`config.mk`:
```
export PLATFORM = sky130hd
export DESIGN_NAME = dithered_time_proportional_outputs_core
export DESIGN_NICKNAME = d
export VERILOG_FILES = /design/src/rtl/dtpo_pkg.sv /design/src/rtl/dtpo_cfg.sv /design/src/rtl/dtpo_chan.sv /design/src/rtl/dithered_time_proportional_outputs_core.sv
export VERILOG_INCLUDE_DIRS = /design/src /design/src/rtl
export SDC_FILE = /design/constraint.sdc
export NUM_CORES = 1
export LEC_CHECK = 0
export BUFFER_PORTS_ARGS = -buffer_cell sky130_fd_sc_hd__buf_4
export CORE_MARGIN = 2
export CORE_UTILIZATION = 45
export CTS_CLUSTER_DIAMETER = 80
export DETAILED_ROUTE_END_ITERATION = 16
export PLACE_DENSITY_LB_ADDON = 0.05
export SLEW_MARGIN = 20
export SYNTH_ARGS = -nofsm -noshare
export SYNTH_HDL_FRONTEND = slang
export SYNTH_HIERARCHICAL = 1
export SYNTH_SLANG_ARGS = --single-unit
```
`constraint.sdc`:
```
create_clock -name aclk -period 15.79 [get_ports aclk]
set_clock_uncertainty 0.1 [all_clocks]
set_input_delay 3.158 -clock aclk [delete_from_list [all_inputs] [get_ports aclk]]
set_output_delay 3.158 -clock aclk [all_outputs]
set_load 0.05 [all_outputs]
```
`src/rtl/dithered_time_proportional_outputs_core_assert.svh`:
```
// ----------------------------------------------------------------------------
// assertion macros for the dithered time-proportional output driver
// every check is sampled at the rising clock edge, quiet while reset is low
// ----------------------------------------------------------------------------
`ifndef DITHERED_TIME_PROPORTIONAL_OUTPUTS_CORE_ASSERT_SVH
`define DITHERED_TIME_PROPORTIONAL_OUTPUTS_CORE_ASSERT_SVH

// expression holds on every edge out of reset
`define DTPO_ASSERT_ALWAYS(label, clk, rst_n, expr) \
    label: assert property (@(posedge clk) disable iff (!rst_n) (expr)) \
        else $error("invariant violated");

// consequent holds in the cycle after the antecedent
`define DTPO_ASSERT_NEXT(label, clk, rst_n, ante, cons) \
    label: assert property (@(posedge clk) disable iff (!rst_n) (ante) |=> (cons)) \
        else $error("sequence violated");

`endif

```
`src/rtl/dtpo_pkg.sv`:
```
// ----------------------------------------------------------------------------
// dtpo_pkg
// shared constants, types and the power-setting decoder of the output driver
// ----------------------------------------------------------------------------
`default_nettype none

package dtpo_pkg;

    localparam int CHANNELS       = 8;
    localparam int NUM_REGS       = 8;
    localparam int PERIOD_TICKS   = 100;
    localparam int DITHER_PERIODS = 10;

    localparam int POWER_W = 10;
    localparam int ADDR_W  = 4;
    localparam int DATA_W  = 8;
    localparam int WHOLE_W = 7;
    localparam int TENTH_W = 4;
    localparam int ETC_W   = 4;
    localparam int TICK_W  = $clog2(PERIOD_TICKS + 1);
    localparam int PIDX_W  = $clog2(DITHER_PERIODS);
    localparam int CMP_W   = ((TICK_W > WHOLE_W) ? TICK_W : WHOLE_W) + 1;
    localparam int PROD_W  = 8;

    localparam int FULL_POWER = 1000;
    localparam int TENTHS     = 10;

    // x / 10 == (x * 205) >> 11 for every 10-bit x
    localparam int DIV10_MUL   = 205;
    localparam int DIV10_SHIFT = 11;
    localparam int DIV10_PW    = POWER_W + 8;

    localparam logic [ETC_W-1:0]  ETC_MAX   = '1;
    localparam logic [TICK_W-1:0] TICK_LAST = TICK_W'(PERIOD_TICKS);
    localparam logic [PIDX_W-1:0] PIDX_LAST = PIDX_W'(DITHER_PERIODS - 1);

    // decoded power setting of one channel
    typedef struct packed {
        logic               full;
        logic               zero;
        logic [WHOLE_W-1:0] whole;
        logic [TENTH_W-1:0] tenth;
    } chan_cfg_t;

    // per-tick timing shared by all channels
    typedef struct packed {
        logic [TICK_W-1:0] elapsed;
        logic [PIDX_W-1:0] pidx;
        logic              restart;
        logic              clear;
    } tick_ctx_t;

    function automatic chan_cfg_t decode_power(input logic [POWER_W-1:0] p);
        logic [DIV10_PW-1:0] prod;
        logic [WHOLE_W-1:0]  whole;
        logic [POWER_W-1:0]  rem;
        chan_cfg_t           c;
        prod    = DIV10_PW'(p) * DIV10_PW'(DIV10_MUL);
        whole   = WHOLE_W'(prod >> DIV10_SHIFT);
        rem     = p - POWER_W'(POWER_W'(whole) * POWER_W'(TENTHS));
        c.full  = (p >= POWER_W'(FULL_POWER));
        c.zero  = (p == '0);
        c.whole = whole;
        c.tenth = rem[TENTH_W-1:0];
        return c;
    endfunction

endpackage

`default_nettype wire

```
`src/rtl/dtpo_cfg.sv`:
```
// ----------------------------------------------------------------------------
// dtpo_cfg
// power registers, kept already split into whole ticks and tenths
// ----------------------------------------------------------------------------
`default_nettype none

module dtpo_cfg (
    input  wire logic                           aclk,
    input  wire logic                           aresetn,
    input  wire logic                           cfg_we,
    input  wire logic [dtpo_pkg::ADDR_W-1:0]    cfg_addr,
    input  wire logic [dtpo_pkg::POWER_W-1:0]   cfg_wdata,
    output dtpo_pkg::chan_cfg_t                 chan_cfg [dtpo_pkg::NUM_REGS]
);
    import dtpo_pkg::*;

    chan_cfg_t cfg_reg [NUM_REGS];
    chan_cfg_t wr_dec;

    // decode once at write time so the tick path sees no division
    assign wr_dec = decode_power(cfg_wdata);

    always_ff @(posedge aclk) begin
        if (!aresetn) begin
            for (int i = 0; i < NUM_REGS; i++) begin
                cfg_reg[i] <= decode_power(POWER_W'(FULL_POWER));
            end
        end else if (cfg_we) begin
            for (int i = 0; i < NUM_REGS; i++) begin
                if (cfg_addr == ADDR_W'(i)) begin
                    cfg_reg[i] <= wr_dec;
                end
            end
        end
    end

    assign chan_cfg = cfg_reg;

endmodule

`default_nettype wire

```
`src/rtl/dtpo_chan.sv`:
```
// ----------------------------------------------------------------------------
// dtpo_chan
// one output channel: on/off timing and extra-tick dither counter
// ----------------------------------------------------------------------------
`default_nettype none

module dtpo_chan (
    input  wire logic                aclk,
    input  wire logic                aresetn,
    input  wire logic                advance,
    input  wire logic                sw,
    input  wire dtpo_pkg::chan_cfg_t cfg,
    input  wire dtpo_pkg::tick_ctx_t ctx,
    output logic                     drive_next
);
    import dtpo_pkg::*;

    logic             drive_reg;
    logic [ETC_W-1:0] etc_reg;
    logic [ETC_W-1:0] etc_next;
    logic [CMP_W-1:0] elapsed_x;
    logic [CMP_W-1:0] whole_x;
    logic [PROD_W-1:0] granted_x10;
    logic [PROD_W-1:0] allowed;
    logic             over_quota;
    logic             d;

    assign elapsed_x   = CMP_W'(ctx.elapsed);
    assign whole_x     = CMP_W'(cfg.whole);
    assign granted_x10 = PROD_W'(etc_reg) * PROD_W'(TENTHS);
    assign allowed     = PROD_W'(cfg.tenth) * PROD_W'(ctx.pidx);
    assign over_quota  = (ctx.pidx != '0) && (granted_x10 > allowed);

    // turn-off, extra tick, period start, full-power follow and dither-counter clear
    always_comb begin
        d        = drive_reg;
        etc_next = etc_reg;
        if (cfg.full) begin
            d = sw;
        end else begin
            if (elapsed_x >= whole_x) begin
                if ((cfg.tenth == '0) || (elapsed_x >= whole_x + CMP_W'(1))) begin
                    d = 1'b0;
                end else if (over_quota) begin
                    d = 1'b0;
                end else if (etc_reg != ETC_MAX) begin
                    etc_next = etc_reg + ETC_W'(1);
                end
            end
            if (ctx.restart && !cfg.zero && sw) begin
                d = 1'b1;
            end
        end
        if (ctx.clear) begin
            etc_next = '0;
        end
    end

    assign drive_next = d;

    always_ff @(posedge aclk) begin
        if (!aresetn) begin
            drive_reg <= 1'b0;
            etc_reg   <= '0;
        end else if (advance) begin
            drive_reg <= d;
            etc_reg   <= etc_next;
        end
    end

endmodule

`default_nettype wire

```
`src/rtl/dithered_time_proportional_outputs_core.sv`:
```
// ----------------------------------------------------------------------------
// dithered_time_proportional_outputs_core
// eight-channel time-proportioned output driver with tenth-percent dither
// ----------------------------------------------------------------------------
// Each accepted word on s_ is one tick and yields one drive_mask word on m_.
// A word is taken into an input register, then the period counter and the
// per-channel dither counters update in the same cycle as the result is
// written to the output register, and the block sustains one tick per
// clock while the output is not stalled by m_tready; the shared tick/period
// counters feed all eight channel comparators.
// Power registers are written through cfg_we/cfg_addr/cfg_wdata and take
// effect on the next tick; no clearing pass is needed after reset.
// ----------------------------------------------------------------------------
`default_nettype none

module dithered_time_proportional_outputs_core (
    input  wire logic                          aclk,
    input  wire logic                          aresetn,
    // configuration write port
    input  wire logic                          cfg_we,
    input  wire logic [dtpo_pkg::ADDR_W-1:0]   cfg_addr,
    input  wire logic [dtpo_pkg::POWER_W-1:0]  cfg_wdata,
    // tick input, tdata: [7:0] switch_mask
    input  wire logic                          s_tvalid,
    output logic                               s_tready,
    input  wire logic [dtpo_pkg::DATA_W-1:0]   s_tdata,
    // result output, tdata: [7:0] drive_mask
    output logic                               m_tvalid,
    input  wire logic                          m_tready,
    output logic [dtpo_pkg::DATA_W-1:0]        m_tdata
);
    import dtpo_pkg::*;

    logic              in_valid_reg;
    logic [DATA_W-1:0] in_data_reg;
    logic              out_valid_reg;
    logic [DATA_W-1:0] out_data_reg;
    logic [TICK_W-1:0] ticks_reg;
    logic [TICK_W-1:0] ticks_next;
    logic [PIDX_W-1:0] pidx_reg;
    logic [PIDX_W-1:0] pidx_next;
    logic              advance;
    logic              restart;
    tick_ctx_t         ctx;
    chan_cfg_t         chan_cfg [NUM_REGS];
    logic [DATA_W-1:0] drive_next;

    // handshake: compute fires when a word is held and the output can take it
    assign advance  = in_valid_reg && (!out_valid_reg || m_tready);
    assign s_tready = !in_valid_reg || advance;
    assign m_tvalid = out_valid_reg;
    assign m_tdata  = out_data_reg;

    // period and dither-cycle counters
    assign restart    = (ticks_reg >= TICK_LAST);
    assign pidx_next  = restart ? ((pidx_reg == PIDX_LAST) ? '0 : pidx_reg + PIDX_W'(1))
                                : pidx_reg;
    assign ticks_next = (restart ? '0 : ticks_reg) + TICK_W'(1);

    assign ctx.elapsed = ticks_reg;
    assign ctx.pidx    = pidx_reg;
    assign ctx.restart = restart;
    assign ctx.clear   = restart && (pidx_next == '0);

    dtpo_cfg u_cfg (
        .aclk      (aclk),
        .aresetn   (aresetn),
        .cfg_we    (cfg_we),
        .cfg_addr  (cfg_addr),
        .cfg_wdata (cfg_wdata),
        .chan_cfg  (chan_cfg)
    );

    // channel lanes, unused mask bits stay low
    for (genvar i = 0; i < DATA_W; i++) begin : g_chan
        if (i < CHANNELS && i < NUM_REGS) begin : g_on
            dtpo_chan u_chan (
                .aclk       (aclk),
                .aresetn    (aresetn),
                .advance    (advance),
                .sw         (in_data_reg[i]),
                .cfg        (chan_cfg[i]),
                .ctx        (ctx),
                .drive_next (drive_next[i])
            );
        end else begin : g_off
            assign drive_next[i] = 1'b0;
        end
    end

    // input register
    always_ff @(posedge aclk) begin
        if (!aresetn) begin
            in_valid_reg <= 1'b0;
        end else if (s_tready) begin
            in_valid_reg <= s_tvalid;
        end
    end

    always_ff @(posedge aclk) begin
        if (s_tvalid && s_tready) begin
            in_data_reg <= s_tdata;
        end
    end

    // tick state and result register
    always_ff @(posedge aclk) begin
        if (!aresetn) begin
            ticks_reg     <= '0;
            pidx_reg      <= '0;
            out_valid_reg <= 1'b0;
        end else begin
            if (advance) begin
                ticks_reg <= ticks_next;
                pidx_reg  <= pidx_next;
            end
            if (advance) begin
                out_valid_reg <= 1'b1;
            end else if (m_tready) begin
                out_valid_reg <= 1'b0;
            end
        end
    end

    always_ff @(posedge aclk) begin
        if (advance) begin
            out_data_reg <= drive_next;
        end
    end

`include "dithered_time_proportional_outputs_core_assert.svh"

    `DTPO_ASSERT_ALWAYS(a_ticks_range, aclk, aresetn, ticks_reg <= TICK_LAST)
    `DTPO_ASSERT_ALWAYS(a_pidx_range, aclk, aresetn, pidx_reg <= PIDX_LAST)
    `DTPO_ASSERT_NEXT(a_result_follows, aclk, aresetn, advance, out_valid_reg)
    `DTPO_ASSERT_NEXT(a_held_word_kept, aclk, aresetn, in_valid_reg && !advance, in_valid_reg && $stable(in_data_reg))

endmodule

`default_nettype wire
```
==> results of run 1 <==
## synthesized netlist by cell type (13+ instances only)
master / count / area, um2
o211ai_1: 27 / 202.7
nand3_1: 74 / 370.4
a21oi_1: 185 / 925.9
nor4_1: 13 / 81.33
nor3_1: 20 / 100.1
nor2_1: 85 / 319.1
a21o_1: 27 / 202.7
edfxtp_1: 16 / 480.5
nand4_1: 26 / 162.7
o21a_1: 16 / 120.1
xnor2_1: 56 / 490.5
inv_1: 205 / 769.5
clkbuf_1: 28 / 105.1
dfxtp_1: 157 / 3143
xor2_1: 35 / 306.5
ha_1: 372 / 4654
nand2_1: 202 / 758.2
fa_1: 57 / 1141
a211oi_1: 27 / 202.7
nor2b_1: 27 / 168.9
and2_1: 104 / 650.6
o21ai_0: 83 / 415.4
## cell families after synthesis
group                      count (synthesis)  share of synthesized area
AOI/OAI and AO/OA                        490                     0.1839
xor gates and xnor gates                  94                    0.04785
buffers and inverters                    246                    0.05173
muxes                                      4                   0.002565
DFF                                      173                     0.2008
adders and majority gates                429                     0.3212
and+or+nand+nor                          645                     0.1919
## layout by cell type, fill, tap and decap left out, types with 27 or more instances in the layout
cell        n
xor2_1     35
a21o_1     27
nor2_1     85
dfxtp_1   157
fa_1       57
a211oi_1   27
o21ai_0    83
nand2_1   202
and2_1    104
xnor2_1    56
ha_1      372
a21oi_1   185
inv_1     203
buf_4      54
nand3_1    74
o211ai_1   27
nor2b_1    27
## worst register-to-register path, cell delays in order (launching register included)
cell	delay, ps
dfxtp_1	310
buf_4	210
buf_4	420
nand2_1	150
fa_1	500
inv_1	60
fa_1	500
ha_1	310
a21o_1	180
a21oi_1	230
o21bai_1	90
a21oi_1	180
xor2_1	100
ha_1	320
nand4_1	190
o41ai_1	410
a2bb2oi_1	170
nor4_4	410
a311oi_1	180
o31a_1	260
## worst paths after layout
| path | start | to | slack, ps | cells past startpoint |
|---|---|---|---|---|
| worst max-delay path | cfg_wdata[2] | u_cfg/chan_cfg[3] | 7600 | 20 |
| worst min-delay path | u_cfg/chan_cfg[50] | u_cfg/chan_cfg[50] | 360 | 2 |
| worst max register to register | pidx_reg[1] | g_chan[2].g_on.u_chan/etc_reg[2] | 10410 | 19 |
| worst min register to register | u_cfg/chan_cfg[50] | u_cfg/chan_cfg[50] | 360 | 2 |
## metal layers
layer	vias up	wire length (um)
li1	7476	-
met1	7121	22590
met2	240	21520
met3	50	1396
met4	0	1171
met5	-	0
## area by class of cell
class | instances | area (um2)
inverter | 207 | 777.0
tap | 525 | 656.9
multi-input combinational | 1662 | 13490
clock buffer | 20 | 478.0
timing repair buffer | 54 | 405.4
clock inverter | 12 | 96.34
fill | 3889 | 20120
sequential | 173 | 3623
## stage by stage
| step | cell area (um2) | setup slack [ps] | power [mW] | utilization |
|---|---|---|---|---|
| after CTS | 19520 | 7611 | 1.397 | 0.4925 |
| after floorplan | 18040 | 7989 | 0.8173 | - |
| after detailed placement | 18950 | 7164 | 0.9673 | 0.4780 |
| final | 19520 | 7600 | 1.383 | 0.4925 |
| after global routing | 19520 | 7246 | 1.462 | 0.4925 |
| after global placement | 18950 | 7233 | 0.9534 | 0.4780 |
## power by group through the flow
stage                     registers, mW  logic (mW)  clock network (mW)
after floorplan                   0.481       0.336                   0
after global placement            0.484       0.469                   0
after detailed placement          0.485       0.483                   0
after CTS                         0.474       0.486               0.437
after global routing              0.476       0.533               0.453
final                             0.474       0.484               0.426
==> out/qor.yml, run 1 <==
clock_tree:
  cts.sink_count: 173
  htree_levels: 4
  ctsHoldBuffers: 0
  ctsResizeCount: 0
  path_clk_slew_ps: 70
  cts_root_buf: "clkbuf_16"
  cts_buffer_depth: 2
  cts_setup_buffers: 0
  cts_tree: "yes"
  clk_latency_ps: 460
  numCtsBuffers: 17
flow_run:
  cap_violations: 0
synth:
  synth_top_flop_cell: "dfxtp_1"
  avgSynthCellArea_um2: 8.671
  yosys_warnings: 6
  synthArstFlopShare: 0
  synth_cell_type_count: 93
  synth_nets: 2537
  synth_cells: 2081
  yosysSeqAreaShare: 0.2008
  synthesis.area_um2: 18040
  synth_seq_cells: 173
  synth_edf_count: 16
setup_path:
  endpoint_kind: "flip-flop"
  slowest_stage: "xnor2_1"
  worst_path_largest_cell_delay_ps: 830
  crit_family: "adder cells"
  crit_arrival_ps: 8380
  worstSetupPathType: "primary input to flip-flop"
  cp_cell_sequence: "buf_4 > inv_1 > ha_1 > inv_1 > fa_1 > inv_1 > fa_1 > inv_1 > fa_1 > inv_1 > ha_1 > a21oi_1 > o21ai_1 > a31oi_1 > xnor2_1 > fa_1 > xnor2_1 > xnor3_1 > xnor2_2 > a21oi_1"
  worstPathMaxFanout: 9
  critical_path_buf_inv_count: 6
  startpoint_type: "primary input"
  cp_common_cell: "inv_1"
  required_ps: 15980
routing:
  totalWireLength_mm: 46.68
  first_iter_violations: 622
  routed-via-count: 14887
  wl_per_cell_um: 17.60
  drc: 0
  drt_pass1_iterations: 5
  ant_nets: 0
  post_drt_via_cell_ratio: 5.611
grt:
  grt_max_degree: 66
  grt_use_met1: 0.3142
  gr-max-usage-layer: "met2"
  grt_pass1_wl_mm: 76.45
  overflow: 0
  grt.met3_usage: 0.02455
  grt_util_met2: 0.3873
  grt_pass1_vias: 14542
  grt_use_total: 0.2325
  antenna_found_initial: 0
cells_and_area:
  area_growth_pct: 8.203
  final_cell_count_no_fill: 2653
  antenna_cells: 0
  largest_reg_flops: 104
  nNetsFinal: 2571
  drive_above_1_share: 0.07190
outcome:
  status: "completed"
sta:
  slew_headroom: 0.2567
  rsz0062_at_grt: "no"
  fin_crit_sh: 0.5187
  max_freq_mhz: 122.1
  setup-violations-final: 0
  hold_violations: 0
  whs_ps: 360.0
  worstMarginPinSlew_ps: 1084
  drv_slew: 0
  tns_ps: 0
  fin_crit_ps: 8190
placement:
  dp.cells: 2621
  io_buffers: 36
  gp_congestion: 0.8555
  place.detailed.hpwl_mm: 34.09
power_and_ir_drop:
  p_switching_mw: 0.5309
  power.leakage_nw: 9.369
  power_switching_share: 0.3838
  seqPwrFrac: 0.343
  p_clk_frac: 0.308
  pwr-share-comb: 0.350
  p_per_area_nw_per_um2: 70.86
  ir_worst_vdd_mv: 0.09496
  p_int_mw: 0.8525
min_path:
  hold_class: "flip-flop to flip-flop"
floorplanning:
  die_y_um: 204.2
  die_area_um2: 41710
  coreArea_um2: 39640
  chipWidth_um: 204.2
  io_pins: 37
  rows: 73
  floorplan.initialDensity: 0.4552
Note: power is estimated with default switching activity, not from simulation.
==> run 2, diff against run 1 <==
==> constraint.sdc (replaced) <==
create_clock -name aclk -period 7.22 [get_ports aclk]
set_clock_uncertainty 0.1 [all_clocks]
set_input_delay 1.444 -clock aclk [delete_from_list [all_inputs] [get_ports aclk]]
set_output_delay 1.444 -clock aclk [all_outputs]
set_load 0.05 [all_outputs]
==> run 2 against run 1 <==
- flip-flop and latch count is the same
- die area is the same
- utilization grew 0.14 points
- sequential share of layout area shrank 0.051 points
- worst setup slack lost 6400 ps
- first-iteration DRC count grew 18%
- sequential power grew 120%
- total power grew 120%
- combinational power grew 140%
- largest power group unchanged
- highest routed layer unchanged
==> out/qor.yml, run 2 (same netlist as run 1, synthesis figures left out) <==
outcome:
  status: "completed"
routing:
  wl_per_cell_um: 17.63
  ant_nets: 0
  met1_length_mm: 23.00
  drt_pass1_iterations: 5
  top_layer: "met4"
  first_iter_violations: 736
  drc: 0
  post_drt_via_cell_ratio: 5.569
  wl_met3_mm: 1.245
  routed-via-count: 14829
  totalWireLength_mm: 46.96
  met2WireLength_mm: 21.86
setup_path:
  startpoint_type: "primary input"
  crit_family: "adder cells"
  required_ps: 7420
  critical_path_buf_inv_count: 6
  rr_startpoint: "pidx_reg[2]"
  worst_path_largest_cell_delay_ps: 530
  cp_cell_sequence: "buf_4 > inv_1 > ha_1 > inv_1 > fa_1 > inv_1 > fa_1 > inv_1 > fa_1 > inv_1 > ha_1 > a21oi_1 > o21ai_1 > a31oi_1 > xnor2_1 > fa_1 > xnor2_1 > xnor3_1 > xnor2_2 > a21oi_1"
  r2r_cells: 18
  r2r-end: "g_chan[1].g_on.u_chan/etc_reg[3]"
  crit_end: "u_cfg/chan_cfg[3]"
  worstPathMaxFanout: 8
  path_depth: 20
  endpoint_kind: "flip-flop"
  r2r_slack_ps: 1800
  slowest_stage: "fa_1"
  worstSetupPathType: "primary input to flip-flop"
  crit_path_start: "cfg_wdata[2]"
  crit_arrival_ps: 6220
  cp_common_cell: "inv_1"
placement:
  gp_congestion: 0.8668
  dp.cells: 2629
  place.detailed.hpwl_mm: 35.38
  io_buffers: 36
sta:
  setup-violations-final: 0
  fin_crit_ps: 6021
  rsz0062_at_grt: "no"
  hold_violations: 0
  slew_headroom: 0.3025
  tns_ps: 0
  worstMarginPinSlew_ps: 1042
  drv_slew: 0
  fin_crit_sh: 0.8339
  max_freq_mhz: 166.1
clock_tree:
  numCtsBuffers: 17
  ctsHoldBuffers: 0
  clk_latency_ps: 460
  cts_buffer_depth: 2
  cts.sink_count: 173
  path_clk_slew_ps: 70
  cts_tree: "yes"
  ctsResizeCount: 0
  cts_root_buf: "clkbuf_16"
  htree_levels: 4
  cts_setup_buffers: 0
min_path:
  hold_class: "flip-flop to flip-flop"
cells_and_area:
  nNetsFinal: 2579
  final_cell_count_no_fill: 2663
  fillers: 3915
  drive_above_1_share: 0.07444
  seqCellArea_um2: 3623
  final_common_cell: "ha_1"
  area_growth_pct: 8.501
  multiInputGateArea_um2: 13490
  largest_reg_flops: 104
  final_cell_mix: "ha_1 (372), inv_1 (203), nand2_1 (202), a21oi_1 (185), dfxtp_1 (157)"
grt:
  grt_pass1_wl_mm: 77.05
  grt_pass1_vias: 14776
  grt_use_total: 0.2335
  overflow: 0
  antenna_found_initial: 2
  grt_max_degree: 61
flow_run:
  cap_violations: 0
floorplanning:
  rows: 73
  coreArea_um2: 39640
  io_pins: 37
  die_area_um2: 41710
  die_y_um: 204.2
  floorplan.initialDensity: 0.4552
  chipWidth_um: 204.2
power_and_ir_drop:
  power.leakage_nw: 9.406
  seqPwrFrac: 0.333
  pwr-share-comb: 0.370
  p_int_mw: 1.894
  ir_worst_vdd_mv: 0.2554
  power_mw: 3.113
  p_clk_frac: 0.298
  power_switching_share: 0.3914
  p_per_area_nw_per_um2: 159.0
  p_switching_mw: 1.218
==> run 2: cell count changes in the layout (fill, tap and decap cells not counted) <==
cell	previous run	this run
buf_4	54	62
clkbuf_1	0	2
clkbuf_8	2	0
diode_2	0	2
bufinv_16	0	1
clkbuf_16	18	17
clkinv_4	2	3
clkinvlp_4	1	0
inv_6	5	4
inv_8	1	2
==> run 2: power by group through the flow <==
stage	combinational [mW]	clock [mW]	sequential (mW)
finish	1.15	0.926	1.04
global route	1.24	0.990	1.04
CTS	1.14	0.952	1.04
detailed placement	1.13	0	1.06
global placement	1.12	0	1.06
floorplan	0.736	0	1.05
==> run 2: layer usage <==
metal  global-route usage  vias to the layer above
met2               0.3931                      179
met1               0.3157                     7111
met3              0.02806                       44
met5                    0                        -
met4              0.06134                        0
li1                     -                     7495
==> run 2: area by class of cell <==
type                       instances  share of cell area
inverter                         207             0.03969
timing repair buffer              62             0.02377
multi-input combinational       1662              0.6889
tap                              525             0.03355
antenna                            2           0.0002556
clock inverter                    13            0.006647
sequential                       173              0.1851
clock buffer                      19             0.02211
==> run 2: how the worst min path moves through the flow <==
stage	from	to	slack, ps	cells past startpoint
floorplan	u_cfg/chan_cfg[102]	u_cfg/chan_cfg[102]	340	2
global placement	u_cfg/chan_cfg[89]	u_cfg/chan_cfg[89]	350	2
detailed placement	u_cfg/chan_cfg[76]	u_cfg/chan_cfg[76]	350	2
CTS	u_cfg/chan_cfg[76]	u_cfg/chan_cfg[76]	360	2
global route	u_cfg/chan_cfg[89]	u_cfg/chan_cfg[89]	380	2
finish	u_cfg/chan_cfg[89]	u_cfg/chan_cfg[89]	360	2
==> run 2: worst reg2reg max path, delay by kind of cell, from the launching register on <==
family / cells / cell delay (ps)
xor+xnor: 1 / 170
flops: 1 / 730
buf+inv: 2 / 380
fa+ha+maj: 4 / 1620
compound gates: 9 / 1880
mux: 1 / 340
simple gates: 1 / 100
==> run 2: per-stage QoR <==
step	instance area [um2]	setup WS, ps	hold WS [ps]	util
3_3_place_gp	19010	851.4	347.6	0.4795
2_1_floorplan	18040	1133	336.7	-
5_1_grt	19580	967.2	380.8	0.4939
3_5_place_dp	19010	749.0	349.6	0.4795
4_1_cts	19570	1244	359.6	0.4938
6_report	19580	1199	360.8	0.4939
